===== src/hdl/krla_pkg.sv =====
// Shared types, constants and helper functions for the keypad ripple LED animator.
package krla_pkg;

  localparam int MAX_SLOTS_DEF = 4;
  localparam int NUM_PIXELS    = 12;
  localparam int NUM_KEYS      = 12;
  localparam int NUM_FRAMES    = 6;

  localparam int KEY_W    = 4;
  localparam int PIXEL_W  = 4;
  localparam int FRAME_W  = 3;
  localparam int CHAN_W   = 8;
  localparam int COLOUR_W = 3 * CHAN_W;
  localparam int LEVEL_W  = 8;

  localparam logic [LEVEL_W-1:0] RESET_BRIGHTNESS = 8'd80;
  localparam logic [FRAME_W-1:0] LAST_FRAME       = FRAME_W'(NUM_FRAMES - 1);
  localparam logic [FRAME_W-1:0] FIRST_FRAME      = '0;

  // Command codes
  localparam logic CMD_TICK  = 1'b0;
  localparam logic CMD_START = 1'b1;

  // Command queue between front and back
  localparam int QUEUE_DEPTH = 2;
  localparam int QIDX_W      = (QUEUE_DEPTH > 1) ? $clog2(QUEUE_DEPTH) : 1;
  localparam int QCNT_W      = $clog2(QUEUE_DEPTH + 1);

  typedef struct packed {
    logic                command;
    logic [KEY_W-1:0]    key;
    logic [CHAN_W-1:0]   red;
    logic [CHAN_W-1:0]   green;
    logic [CHAN_W-1:0]   blue;
    logic                inward;
  } item_t;

  typedef struct packed {
    logic                phase;
    logic [PIXEL_W-1:0]  pixel;
    logic [CHAN_W-1:0]   out_red;
    logic [CHAN_W-1:0]   out_green;
    logic [CHAN_W-1:0]   out_blue;
    logic [LEVEL_W-1:0]  level;
    logic                last;
  } result_t;

  typedef struct packed {
    logic                is_tick;
    logic [KEY_W-1:0]    key;
    logic [COLOUR_W-1:0] colour;
    logic                inward;
  } qentry_t;

  typedef struct packed {
    logic    valid;
    qentry_t entry;
  } qhead_t;

  typedef enum logic [1:0] {
    B_IDLE,
    B_START,
    B_EMIT,
    B_COMPACT
  } back_state_t;

  // Row of a key or pixel on the 3-wide grid
  function automatic logic [1:0] row_of(input logic [3:0] v);
    logic [1:0] r;
    if (v >= 4'd9)      r = 2'd3;
    else if (v >= 4'd6) r = 2'd2;
    else if (v >= 4'd3) r = 2'd1;
    else                r = 2'd0;
    return r;
  endfunction

  function automatic logic [1:0] col_of(input logic [3:0] v);
    logic [1:0] r;
    logic [3:0] base;
    r    = row_of(v);
    base = {1'b0, r, 1'b0} + {2'b00, r};
    return 2'(v - base);
  endfunction

  // Manhattan distance between key and pixel, 0..5
  function automatic logic [FRAME_W-1:0] ring_dist(input logic [3:0] k, input logic [3:0] p);
    logic [1:0] kr, kc, pr, pc, dr, dc;
    kr = row_of(k);
    kc = col_of(k);
    pr = row_of(p);
    pc = col_of(p);
    dr = (kr > pr) ? 2'(kr - pr) : 2'(pr - kr);
    dc = (kc > pc) ? 2'(kc - pc) : 2'(pc - kc);
    return FRAME_W'(dr) + FRAME_W'(dc);
  endfunction

endpackage


===== src/hdl/keypad_ripple_led_animator.sv =====
// Top level of the keypad ripple LED animator.
//
// Drives ripple animations on a 12-LED keypad (3 columns by 4 rows).
// A command is taken when start is high and busy is low. A start command
// opens a ripple slot (or reverses an outward ripple on the same key when
// the new start is inward); starts on keys past the key count, or while
// every slot is in use, are dropped. A tick command produces 24 results:
// the main frame (phase 0) then the overlap frame (phase 1), pixels 0..11
// in order, with last set on the final one. Each result is on the result
// port for exactly one cycle, flagged by result_valid, and the receiver
// cannot stall it: it must take every transfer as it comes.
// Commands pass through a 2-entry queue into the executing back end. On
// a tick the back end emits one pixel per cycle and then ages and compacts
// the slot table one slot per cycle. Each result is registered and appears
// in the cycle after its pixel is computed. busy is high only while the
// queue is full, so the host may hand over the next command while a tick
// is still streaming. brightness is passed through as level on each result;
// write it only while the block is idle.
module keypad_ripple_led_animator #(
  parameter int MAX_SLOTS = krla_pkg::MAX_SLOTS_DEF
) (
  input  logic                          clk,
  input  logic                          rst,
  input  logic                          start,
  input  krla_pkg::item_t               item,
  output logic                          busy,
  input  logic                          brightness_we,
  input  logic [krla_pkg::LEVEL_W-1:0]  brightness_wdata,
  output logic                          result_valid,
  output krla_pkg::result_t             result
);

  // Queue head to back end, pop back to the queue
  krla_pkg::qhead_t head;
  logic             pop;

  krla_front u_front (
    .clk   (clk),
    .rst   (rst),
    .start (start),
    .item  (item),
    .busy  (busy),
    .pop   (pop),
    .head  (head)
  );

  krla_back #(
    .MAX_SLOTS (MAX_SLOTS)
  ) u_back (
    .clk              (clk),
    .rst              (rst),
    .head             (head),
    .pop              (pop),
    .brightness_we    (brightness_we),
    .brightness_wdata (brightness_wdata),
    .result_valid     (result_valid),
    .result           (result)
  );

endmodule


===== src/hdl/krla_front.sv =====
// Front end: accepts commands, drops out-of-range starts, and queues the rest.
module krla_front (
  input  logic              clk,
  input  logic              rst,
  input  logic              start,
  input  krla_pkg::item_t   item,
  output logic              busy,
  input  logic              pop,
  output krla_pkg::qhead_t  head
);

  krla_pkg::qentry_t                 fifo [krla_pkg::QUEUE_DEPTH];
  logic [krla_pkg::QIDX_W-1:0]       wr_ptr;
  logic [krla_pkg::QIDX_W-1:0]       rd_ptr;
  logic [krla_pkg::QCNT_W-1:0]       count;
  logic                              accept;
  logic                              keep;
  logic                              push;
  krla_pkg::qentry_t                 entry_in;

  assign busy   = (count == krla_pkg::QCNT_W'(krla_pkg::QUEUE_DEPTH));
  assign accept = start && !busy;
  assign keep   = (item.command == krla_pkg::CMD_TICK) ||
                  (item.key < krla_pkg::KEY_W'(krla_pkg::NUM_KEYS));
  assign push   = accept && keep;

  always_comb begin
    entry_in.is_tick = (item.command == krla_pkg::CMD_TICK);
    entry_in.key     = item.key;
    entry_in.colour  = {item.red, item.green, item.blue};
    entry_in.inward  = item.inward;
  end

  always_ff @(posedge clk) begin
    if (push) begin
      fifo[wr_ptr] <= entry_in;
    end
  end

  always_ff @(posedge clk) begin
    if (rst) begin
      wr_ptr <= '0;
      rd_ptr <= '0;
      count  <= '0;
    end else begin
      if (push) begin
        wr_ptr <= (wr_ptr == krla_pkg::QIDX_W'(krla_pkg::QUEUE_DEPTH - 1)) ? '0 : wr_ptr + 1'b1;
      end
      if (pop) begin
        rd_ptr <= (rd_ptr == krla_pkg::QIDX_W'(krla_pkg::QUEUE_DEPTH - 1)) ? '0 : rd_ptr + 1'b1;
      end
      unique case ({push, pop})
        2'b10:   count <= count + 1'b1;
        2'b01:   count <= count - 1'b1;
        default: count <= count;
      endcase
    end
  end

  assign head.valid = (count != '0);
  assign head.entry = fifo[rd_ptr];

endmodule


===== src/hdl/krla_back.sv =====
// Back end: ripple slot table, frame emission and slot aging/compaction.
module krla_back #(
  parameter int MAX_SLOTS = krla_pkg::MAX_SLOTS_DEF
) (
  input  logic                          clk,
  input  logic                          rst,
  input  krla_pkg::qhead_t              head,
  output logic                          pop,
  input  logic                          brightness_we,
  input  logic [krla_pkg::LEVEL_W-1:0]  brightness_wdata,
  output logic                          result_valid,
  output krla_pkg::result_t             result
);

  localparam int IDX_W = (MAX_SLOTS > 1) ? $clog2(MAX_SLOTS) : 1;
  localparam int CNT_W = $clog2(MAX_SLOTS + 1);

  krla_pkg::back_state_t state, state_next;
  krla_pkg::qentry_t     cur;

  logic [krla_pkg::KEY_W-1:0]    slot_key    [MAX_SLOTS];
  logic [krla_pkg::FRAME_W-1:0]  slot_frame  [MAX_SLOTS];
  logic                          slot_inward [MAX_SLOTS];
  logic [krla_pkg::COLOUR_W-1:0] slot_colour [MAX_SLOTS];
  logic [CNT_W-1:0]              active_count;

  logic                          phase;
  logic [krla_pkg::PIXEL_W-1:0]  pixel;
  logic [CNT_W-1:0]              scan;
  logic [CNT_W-1:0]              fill;
  logic [krla_pkg::LEVEL_W-1:0]  brightness;

  logic                          frame_done;
  logic                          full;
  logic                          found;
  logic [IDX_W-1:0]              found_idx;
  logic [krla_pkg::COLOUR_W-1:0] pix_colour;
  logic                          result_valid_next;
  krla_pkg::result_t             result_next;
  logic [IDX_W-1:0]              scan_idx;
  logic [IDX_W-1:0]              fill_idx;
  logic [IDX_W-1:0]              new_idx;
  logic                          scan_final;

  assign frame_done = phase && (pixel == krla_pkg::PIXEL_W'(krla_pkg::NUM_PIXELS - 1));
  assign full       = (active_count == CNT_W'(MAX_SLOTS));
  assign scan_idx   = scan[IDX_W-1:0];
  assign fill_idx   = fill[IDX_W-1:0];
  assign new_idx    = active_count[IDX_W-1:0];
  assign scan_final = slot_inward[scan_idx] ? (slot_frame[scan_idx] == krla_pkg::FIRST_FRAME)
                                            : (slot_frame[scan_idx] == krla_pkg::LAST_FRAME);

  // Lowest active outward slot on the start key
  always_comb begin
    found     = 1'b0;
    found_idx = '0;
    for (int i = 0; i < MAX_SLOTS; i++) begin
      if (!found && (CNT_W'(i) < active_count) && (slot_key[i] == cur.key) &&
          !slot_inward[i]) begin
        found     = 1'b1;
        found_idx = IDX_W'(i);
      end
    end
  end

  // Colour of the current pixel; later slots override earlier ones
  always_comb begin
    logic [krla_pkg::FRAME_W-1:0] d;
    logic [krla_pkg::FRAME_W-1:0] nf;
    logic                         fin;
    logic                         hit;
    pix_colour = '0;
    for (int i = 0; i < MAX_SLOTS; i++) begin
      d   = krla_pkg::ring_dist(slot_key[i], pixel);
      fin = slot_inward[i] ? (slot_frame[i] == krla_pkg::FIRST_FRAME)
                           : (slot_frame[i] == krla_pkg::LAST_FRAME);
      nf  = slot_inward[i] ? slot_frame[i] - 1'b1 : slot_frame[i] + 1'b1;
      hit = (d == slot_frame[i]) || (phase && !fin && (d == nf));
      if ((CNT_W'(i) < active_count) && hit) begin
        pix_colour = slot_colour[i];
      end
    end
  end

  // Next state
  always_comb begin
    state_next = state;
    unique case (state)
      krla_pkg::B_IDLE: begin
        if (head.valid) begin
          state_next = head.entry.is_tick ? krla_pkg::B_EMIT : krla_pkg::B_START;
        end
      end
      krla_pkg::B_START: begin
        state_next = krla_pkg::B_IDLE;
      end
      krla_pkg::B_EMIT: begin
        if (frame_done) begin
          state_next = krla_pkg::B_COMPACT;
        end
      end
      krla_pkg::B_COMPACT: begin
        if (scan == active_count) begin
          state_next = krla_pkg::B_IDLE;
        end
      end
      default: state_next = krla_pkg::B_IDLE;
    endcase
  end

  // Outputs
  always_comb begin
    pop                   = (state == krla_pkg::B_IDLE) && head.valid;
    result_valid_next     = (state == krla_pkg::B_EMIT);
    result_next.phase     = phase;
    result_next.pixel     = pixel;
    result_next.out_red   = pix_colour[23:16];
    result_next.out_green = pix_colour[15:8];
    result_next.out_blue  = pix_colour[7:0];
    result_next.level     = brightness;
    result_next.last      = frame_done;
  end

  always_ff @(posedge clk) begin
    if (rst) begin
      state        <= krla_pkg::B_IDLE;
      active_count <= '0;
      brightness   <= krla_pkg::RESET_BRIGHTNESS;
      result_valid <= 1'b0;
      phase        <= 1'b0;
      pixel        <= '0;
      scan         <= '0;
      fill         <= '0;
    end else begin
      state        <= state_next;
      result_valid <= result_valid_next;
      if (brightness_we) begin
        brightness <= brightness_wdata;
      end
      unique case (state)
        krla_pkg::B_IDLE: begin
          phase <= 1'b0;
          pixel <= '0;
          scan  <= '0;
          fill  <= '0;
        end
        krla_pkg::B_START: begin
          if (!full && !(cur.inward && found)) begin
            active_count <= active_count + 1'b1;
          end
        end
        krla_pkg::B_EMIT: begin
          if (pixel == krla_pkg::PIXEL_W'(krla_pkg::NUM_PIXELS - 1)) begin
            pixel <= '0;
            phase <= 1'b1;
          end else begin
            pixel <= pixel + 1'b1;
          end
        end
        krla_pkg::B_COMPACT: begin
          if (scan == active_count) begin
            active_count <= fill;
          end else begin
            scan <= scan + 1'b1;
            if (!scan_final) begin
              fill <= fill + 1'b1;
            end
          end
        end
        default: ;
      endcase
    end
  end

  // Payload: latched command, slot table, result register
  always_ff @(posedge clk) begin
    if (pop) begin
      cur <= head.entry;
    end
    result <= result_next;
    if (state == krla_pkg::B_START && !full) begin
      if (cur.inward && found) begin
        slot_inward[found_idx] <= 1'b1;
        slot_colour[found_idx] <= cur.colour;
      end else begin
        slot_key[new_idx]    <= cur.key;
        slot_frame[new_idx]  <= cur.inward ? krla_pkg::LAST_FRAME : krla_pkg::FIRST_FRAME;
        slot_inward[new_idx] <= cur.inward;
        slot_colour[new_idx] <= cur.colour;
      end
    end
    if (state == krla_pkg::B_COMPACT && scan != active_count && !scan_final) begin
      slot_frame[fill_idx]  <= slot_inward[scan_idx] ? slot_frame[scan_idx] - 1'b1
                                                     : slot_frame[scan_idx] + 1'b1;
      slot_key[fill_idx]    <= slot_key[scan_idx];
      slot_inward[fill_idx] <= slot_inward[scan_idx];
      slot_colour[fill_idx] <= slot_colour[scan_idx];
    end
  end

endmodule

===== config.mk =====
export PLATFORM = sky130hd
export DESIGN_NAME = keypad_ripple_led_animator
export DESIGN_NICKNAME = d
export VERILOG_FILES = /design/src/hdl/krla_pkg.sv /design/src/hdl/keypad_ripple_led_animator.sv /design/src/hdl/krla_front.sv /design/src/hdl/krla_back.sv
export SDC_FILE = /design/constraint.sdc
export NUM_CORES = 1
export LEC_CHECK = 0
export ABC_CLOCK_PERIOD_IN_PS = 12000
export BUFFER_PORTS_ARGS = -buffer_cell sky130_fd_sc_hd__buf_2
export CORE_ASPECT_RATIO = 0.9
export CORE_MARGIN = 1
export CORE_UTILIZATION = 45
export DETAILED_ROUTE_END_ITERATION = 12
export MAX_ROUTING_LAYER = met4
export PLACE_DENSITY_LB_ADDON = 0.3
export SLEW_MARGIN = 15
export SYNTH_ARGS = -nofsm -noshare
export SYNTH_HDL_FRONTEND = slang
export SYNTH_SLANG_ARGS = --single-unit

===== constraint.sdc =====
create_clock -name clk -period 12 [get_ports clk]
set_clock_uncertainty 0.1 [all_clocks]
set_input_delay 2.4 -clock clk [delete_from_list [all_inputs] [get_ports clk]]
set_output_delay 2.4 -clock clk [all_outputs]
set_load 0.005 [all_outputs]

==> run_results.csv, run 1 <==
group,metric,value,unit
routing,viasPerCell,5.49,
clock_tree,insertion_delay,560,ps
grt,grt_overflow,0,
clock_tree,numCtsBuffers,30,
layout,n_antenna_cell,0,
layout,layout-drive-gt1-share,0.263,
grt,grt_max_degree,41,
clock_tree,tritoncts,"built",
clock_tree,clk_pin_slew,60,ps
synth,synth.most_common_cell,"edfxtp_1",
sta,slew_violations,0,
place,dp_hpwl,18300,µm
clock_tree,clkSinkCount,287,
routing,routed_wl,27400,µm
floorplan,rows,59,
clock_tree,clk_path_buf_depth,3,
routing,avgRoutedWirePerCell,19.0,µm
setup_path,r2r_end,"u_back.result[30]",
floorplan,io_pins,82,
floorplan,die_w,185,µm
synth,synthFlopType,"edfxtp_1",
setup_path,worst_ep_required_time,12340,ps
synth,yosysUniqueCellTypes,69,
synth,synth_area,13500,µm²
synth,synthesis.instances,943,
synth,postSynth.asyncResetShare,0,
sta,min_period,8000,ps
setup_path,regToRegSetupSlack,4000,ps
routing,ant_nets,0,
setup_path,r2r_start,"u_back.pixel[0]",
min_path,hold_path_class,"flop to flop",
place,portBuffers,81,
setup_path,arrival,8340,ps
routing,first_iter_violations,648,
synth,synth_area_per_cell,14.3,µm²
grt,grt_pass1_vias,7895,
grt,grt_usage,0.189,
outcome,outcome,"complete, no violations",
layout,syn_to_final_growth,13.7,%
synth,synth_area_leaders,"edfxtp_1, dfxtp_1, mux4_2",
power_and_ir_drop,power_leakage,5.62,nW
synth,syn-num-nets,1057,
clock_tree,cts_root_buffer,"clkbuf_16",
routing,drc,0,
power_and_ir_drop,peakVddDrop,0.000153,V
place,place.gp.congestion,0.845,
min_path,worstHoldEndpoint,"u_back.result[2]",
synth,synth.top_cells.by_count,"edfxtp_1, dfxtp_1, mux2_2",
min_path,min_from,"u_back.brightness[1]",
layout,num-nets-final,1137,
synth,synthDominantCellAreaShare,0.482,
sta,period_share,0.667,
clock_tree,htree_num_levels,1,
routing,first_pass_iters,5,
sta,max_freq,0.125,GHz
setup_path,crit_path_end_kind,"flop",
routing,vias,7920,
setup_path,ff2ff_path_depth,25,
synth,yosysTopAreaCell,"edfxtp_1",
sta,rsz0062_at_grt,"no",
power_and_ir_drop,power.density,221,nW/µm²
sta,worst_pin_slew,1050,ps
sta,relSlewSlack,0.299,
floorplan,coreArea,29200,µm²
clock_tree,ctsHoldBuffers,0,
power_and_ir_drop,total_power,0.00340,W
setup_path,crit_type,"flop to flop",
synth,synth_edf_count,217,
run,drv_cap,0,
synth,ys_seq_elements,287,
layout,post-route-util,0.525,
sta,finalHoldViolCount,0,
setup_path,start_kind,"flop",
grt,antenna_found_initial,0,
clock_tree,cts_resized,0,
setup_path,cp_max_fo,25,
floorplan,dieArea,30700,µm²
min_path,holdPathStages,0,
synth,ys.warnings.count,0,
sta,finalSetupViolations,0,
sta,tns,0,ps
clock_tree,cts_setup_buffers,0,
floorplan,die_y,166,µm
floorplan,start_util,0.462,
grt,grt_first_pass_wirelength,43600,µm
synth,synth-seq-area-share,0.586,
==> worst max path at each step <==
| stage | slack, ps | depth (start not counted) | end | startpoint |
|---|---|---|---|---|
| detailed placement | 3520 | 25 | u_back.result[30] | u_back.pixel[0] |
| global route | 3440 | 25 | u_back.result[19] | u_back.pixel[0] |
| finish | 4000 | 25 | u_back.result[30] | u_back.pixel[0] |
| global placement | 3940 | 25 | u_back.result[17] | u_back.pixel[0] |
| floorplan | 5990 | 27 | u_back.result[12] | u_back.pixel[0] |
| CTS | 3500 | 25 | u_back.result[30] | u_back.pixel[0] |
==> sequential cells by signal, summed over array words and instances, names as in the netlist, 3 cells and up, named ones only <==
name,cells
u_back.cur,29
u_back.fill,3
u_front.fifo,60
u_back.brightness,8
u_back.slot_inward,4
u_back.scan,3
u_back.active_count,3
u_back.pixel,4
u_back.result,38
u_back.slot_key,16
u_back.slot_colour,96
u_back.slot_frame,12
==> cell type report <==
class	count	area, µm²
fill	2473	13900
sequential	287	7920
multi-input combinational	553	5260
clock buffer	48	868
timing repair buffer	94	503
tap	396	495
inverter	57	214
clock inverter	8	98.8
==> metrics by stage <==
stage | std cells | hold slack (ps) | worst slack [ps] | cell area (µm²)
detailed placement | 1387 | 237 | 3520 | 14400
global placement | 1387 | 228 | 3940 | 14400
global route | 1443 | 252 | 3440 | 15400
floorplan | 943 | 224 | 5990 | 13500
finish | 1443 | 244 | 4000 | 15400
CTS | 1443 | 243 | 3500 | 15400
==> placed cells by master (no fill, tap or decap), types with 8 or more instances in the layout <==
master and n:
nand2b_1 12, mux4_2 32, nand3_1 9, clkbuf_16 30, xnor2_1 40, ha_1 57, xor2_1 26, mux2_2 61
nor3_1 8, a221o_1 24, nand2_1 28, o21ai_0 22, clkbuf_1 13, buf_4 13, fa_1 15, edfxtp_1 217
dfxtp_1 69, inv_1 57, mux2i_1 8, nor2_1 46, a21oi_1 32, buf_2 81, o221a_2 24
==> power breakdown <==
group	internal (W)	total, W	switching (W)
clock network	0.000519	0.000885	0.000365
registers	0.00132	0.00144	0.000115
logic	0.000493	0.00108	0.000584
total	0.00234	0.00340	0.00106
==> worst max-delay path, cell delays in order (launching register included) <==
cell	delay, ps
dfxtp_1	440
inv_1	140
ha_1	220
o21a_1	160
nor2_1	370
o21ai_0	130
and3_1	280
inv_1	180
ha_1	270
ha_1	200
nor2_1	110
xnor2_1	90
xnor2_1	730
inv_1	230
fa_1	520
o21ai_0	220
o211ai_1	140
o21ai_0	100
o31ai_1	130
fa_1	440
xor2_1	250
and4b_1	220
a31oi_1	250
nand2b_2	610
nand2_1	800
o221a_2	520
==> cells by family (layout without fill, tap and decap cells) <==
kind of cell / after synthesis / count (layout) / share of synthesized area
compound gates: 160 / 160 / 0.0944
xor+xnor: 67 / 67 / 0.0445
fa+ha+maj: 72 / 72 / 0.0750
buf+inv: 103 / 207 / 0.0304
flops: 287 / 287 / 0.586
mux: 102 / 102 / 0.111
simple gates: 152 / 152 / 0.0587
==> layer usage <==
metal	routed length, µm	track usage
met1	13200	0.279
met2	12100	0.279
met3	1850	0.0303
met4	240	0.0359
met5	0	-
(Power assumes the default switching activity.)
==> run 2: changes to the inputs <==
--- a/config.mk
+++ b/config.mk
@@ -5,7 +5,7 @@
 export SDC_FILE = /design/constraint.sdc
 export NUM_CORES = 1
 export LEC_CHECK = 0
-export ABC_CLOCK_PERIOD_IN_PS = 12000
+export ABC_CLOCK_PERIOD_IN_PS = 7000
 export BUFFER_PORTS_ARGS = -buffer_cell sky130_fd_sc_hd__buf_2
 export CORE_ASPECT_RATIO = 0.9
 export CORE_MARGIN = 1
==> constraint.sdc (replaced) <==
create_clock -name clk -period 7 [get_ports clk]
set_clock_uncertainty 0.1 [all_clocks]
set_input_delay 1.4 -clock clk [delete_from_list [all_inputs] [get_ports clk]]
set_output_delay 1.4 -clock clk [all_outputs]
set_load 0.005 [all_outputs]
==> run_results.csv, run 2 (synthesis results as in run 1) <==
group,metric,value,unit
clock_tree,clkSinkCount,287,
setup_path,cp_max_fo,24,
sta,finalSetupViolations,0,
outcome,outcome,"complete, no violations",
routing,first_iter_violations,596,
setup_path,crit_family,"adder cells",
clock_tree,numCtsBuffers,30,
power_and_ir_drop,intPower,0.00400,W
sta,slew_violations,0,
setup_path,max_stage_delay,500,ps
routing,drc,0,
sta,relSlewSlack,0.334,
sta,worst_pin_slew,998,ps
clock_tree,insertion_delay,570,ps
layout,layout_commonest_cell,"edfxtp_1",
setup_path,arrival,6670,ps
layout,largestRegisters,"u_back.slot_colour: 96 flops, u_front.fifo: 60 flops, u_back.result: 38 flops",
clock_tree,tritoncts,"built",
layout,n_antenna_cell,0,
min_path,holdPathStages,0,
setup_path,crit_path_end_kind,"flop",
power_and_ir_drop,total_power,0.00581,W
floorplan,rows,59,
routing,routed_wl,27700,µm
setup_path,worst-path-buf-inv,4,
layout,nFillCells,2426,
clock_tree,clk_path_buf_depth,3,
power_and_ir_drop,peakVddDrop,0.000239,V
setup_path,r2r_end,"u_back.result[17]",
power_and_ir_drop,seqPwrFrac,0.425,
sta,finalHoldViolCount,0,
min_path,min_from,"u_back.brightness[3]",
setup_path,cp.depth,26,
setup_path,start_kind,"flop",
sta,tns,0,ps
layout,num-nets-final,1139,
routing,vias,7986,
clock_tree,cts_resized,0,
setup_path,ff2ff_path_depth,26,
setup_path,crit_type,"flop to flop",
floorplan,die_w,185,µm
grt,grt_usage,0.190,
layout,syn_to_final_growth,13.9,%
place,portBuffers,81,
power_and_ir_drop,switching_power,0.00182,W
power_and_ir_drop,power.density,378,nW/µm²
setup_path,regToRegSetupSlack,700,ps
grt,grt_overflow,0,
run,drv_cap,0,
clock_tree,ctsHoldBuffers,0,
grt,antenna_found_initial,0,
sta,min_period,6300,ps
layout,top_register,"u_back.slot_colour",
clock_tree,cts_root_buffer,"clkbuf_16",
grt,grt_pass1_vias,8002,
layout,final_cell_mix,"edfxtp_1, buf_2, dfxtp_1",
power_and_ir_drop,power_leakage,5.63,nW
min_path,hold_path_class,"flop to flop",
power_and_ir_drop,p_clk_frac,0.263,
min_path,worstHoldEndpoint,"u_back.result[4]",
layout,layout-drive-gt1-share,0.267,
setup_path,worst_ep_required_time,7370,ps
layout,largest_reg_flops,96,
place,dp_hpwl,19000,µm
sta,rsz0062_at_grt,"no",
grt,grt_first_pass_wirelength,44100,µm
routing,viasPerCell,5.53,
floorplan,coreArea,29200,µm²
setup_path,slowest_stage,"fa_1",
setup_path,r2r_start,"u_back.pixel[0]",
clock_tree,cts_setup_buffers,0,
clock_tree,clk_pin_slew,60,ps
floorplan,dieArea,30700,µm²
sta,max_freq,0.159,GHz
clock_tree,htree_num_levels,1,
floorplan,die_y,166,µm
routing,first_pass_iters,5,
power_and_ir_drop,combPwrFrac,0.312,
routing,avgRoutedWirePerCell,19.2,µm
place,place.gp.congestion,0.844,
sta,period_share,0.900,
floorplan,io_pins,82,
power_and_ir_drop,swShare,0.312,
floorplan,start_util,0.462,
grt,grt_max_degree,41,
routing,ant_nets,0,
sta,timing.hold.ws,250,ps
-- run 2: power by group through the flow --
stage	logic, W	clock network (W)	registers, W
after floorplan	0.00138	0	0.00240
after global placement	0.00179	0	0.00250
after CTS	0.00185	0.00156	0.00247
after global routing	0.00203	0.00163	0.00250
final	0.00182	0.00153	0.00247
after detailed placement	0.00183	0	0.00250
-- run 2: area by class of cell --
cell class                 count  area (µm²)  area share
clock buffer                  49         905      0.0588
clock inverter                 7        70.1     0.00455
inverter                      57         214      0.0139
multi-input combinational    553        5270       0.342
sequential                   287        7920       0.515
tap                          396         495      0.0322
timing repair buffer          96         518      0.0337
-- run 2: worst max-delay path by stage --
| stage | endpoint | slack (ps) | startpoint |
|---|---|---|---|
| 6_report | u_back.result[17] | 700 | u_back.pixel[0] |
| 5_1_grt | u_back.result[16] | 20 | u_back.pixel[0] |
| 4_1_cts | u_back.result[22] | 380 | u_back.pixel[0] |
| 3_5_place_dp | u_back.result[19] | 360 | u_back.pixel[0] |
| 3_3_place_gp | u_back.result[15] | 610 | u_back.pixel[0] |
| 2_1_floorplan | u_back.result[12] | 990 | u_back.pixel[0] |
-- run 2: per-layer routing --
metal / vias up / share of wire / track usage
met4: 0 / 0.016 / 0.0399
li1: 3746 / - / -
met1: 3935 / 0.47 / 0.281
met3: 39 / 0.075 / 0.0283
met2: 266 / 0.44 / 0.277
met5: - / 0 / -
-- run 2: metrics by stage --
step	utilization	setup WS, ps	instance area (µm²)	std cells
detailed placement	0.493	356	14400	1389
global route	0.526	20.2	15400	1445
global placement	0.493	612	14400	1389
finish	0.526	697	15400	1445
CTS	0.526	378	15400	1445
floorplan	-	989	13500	943
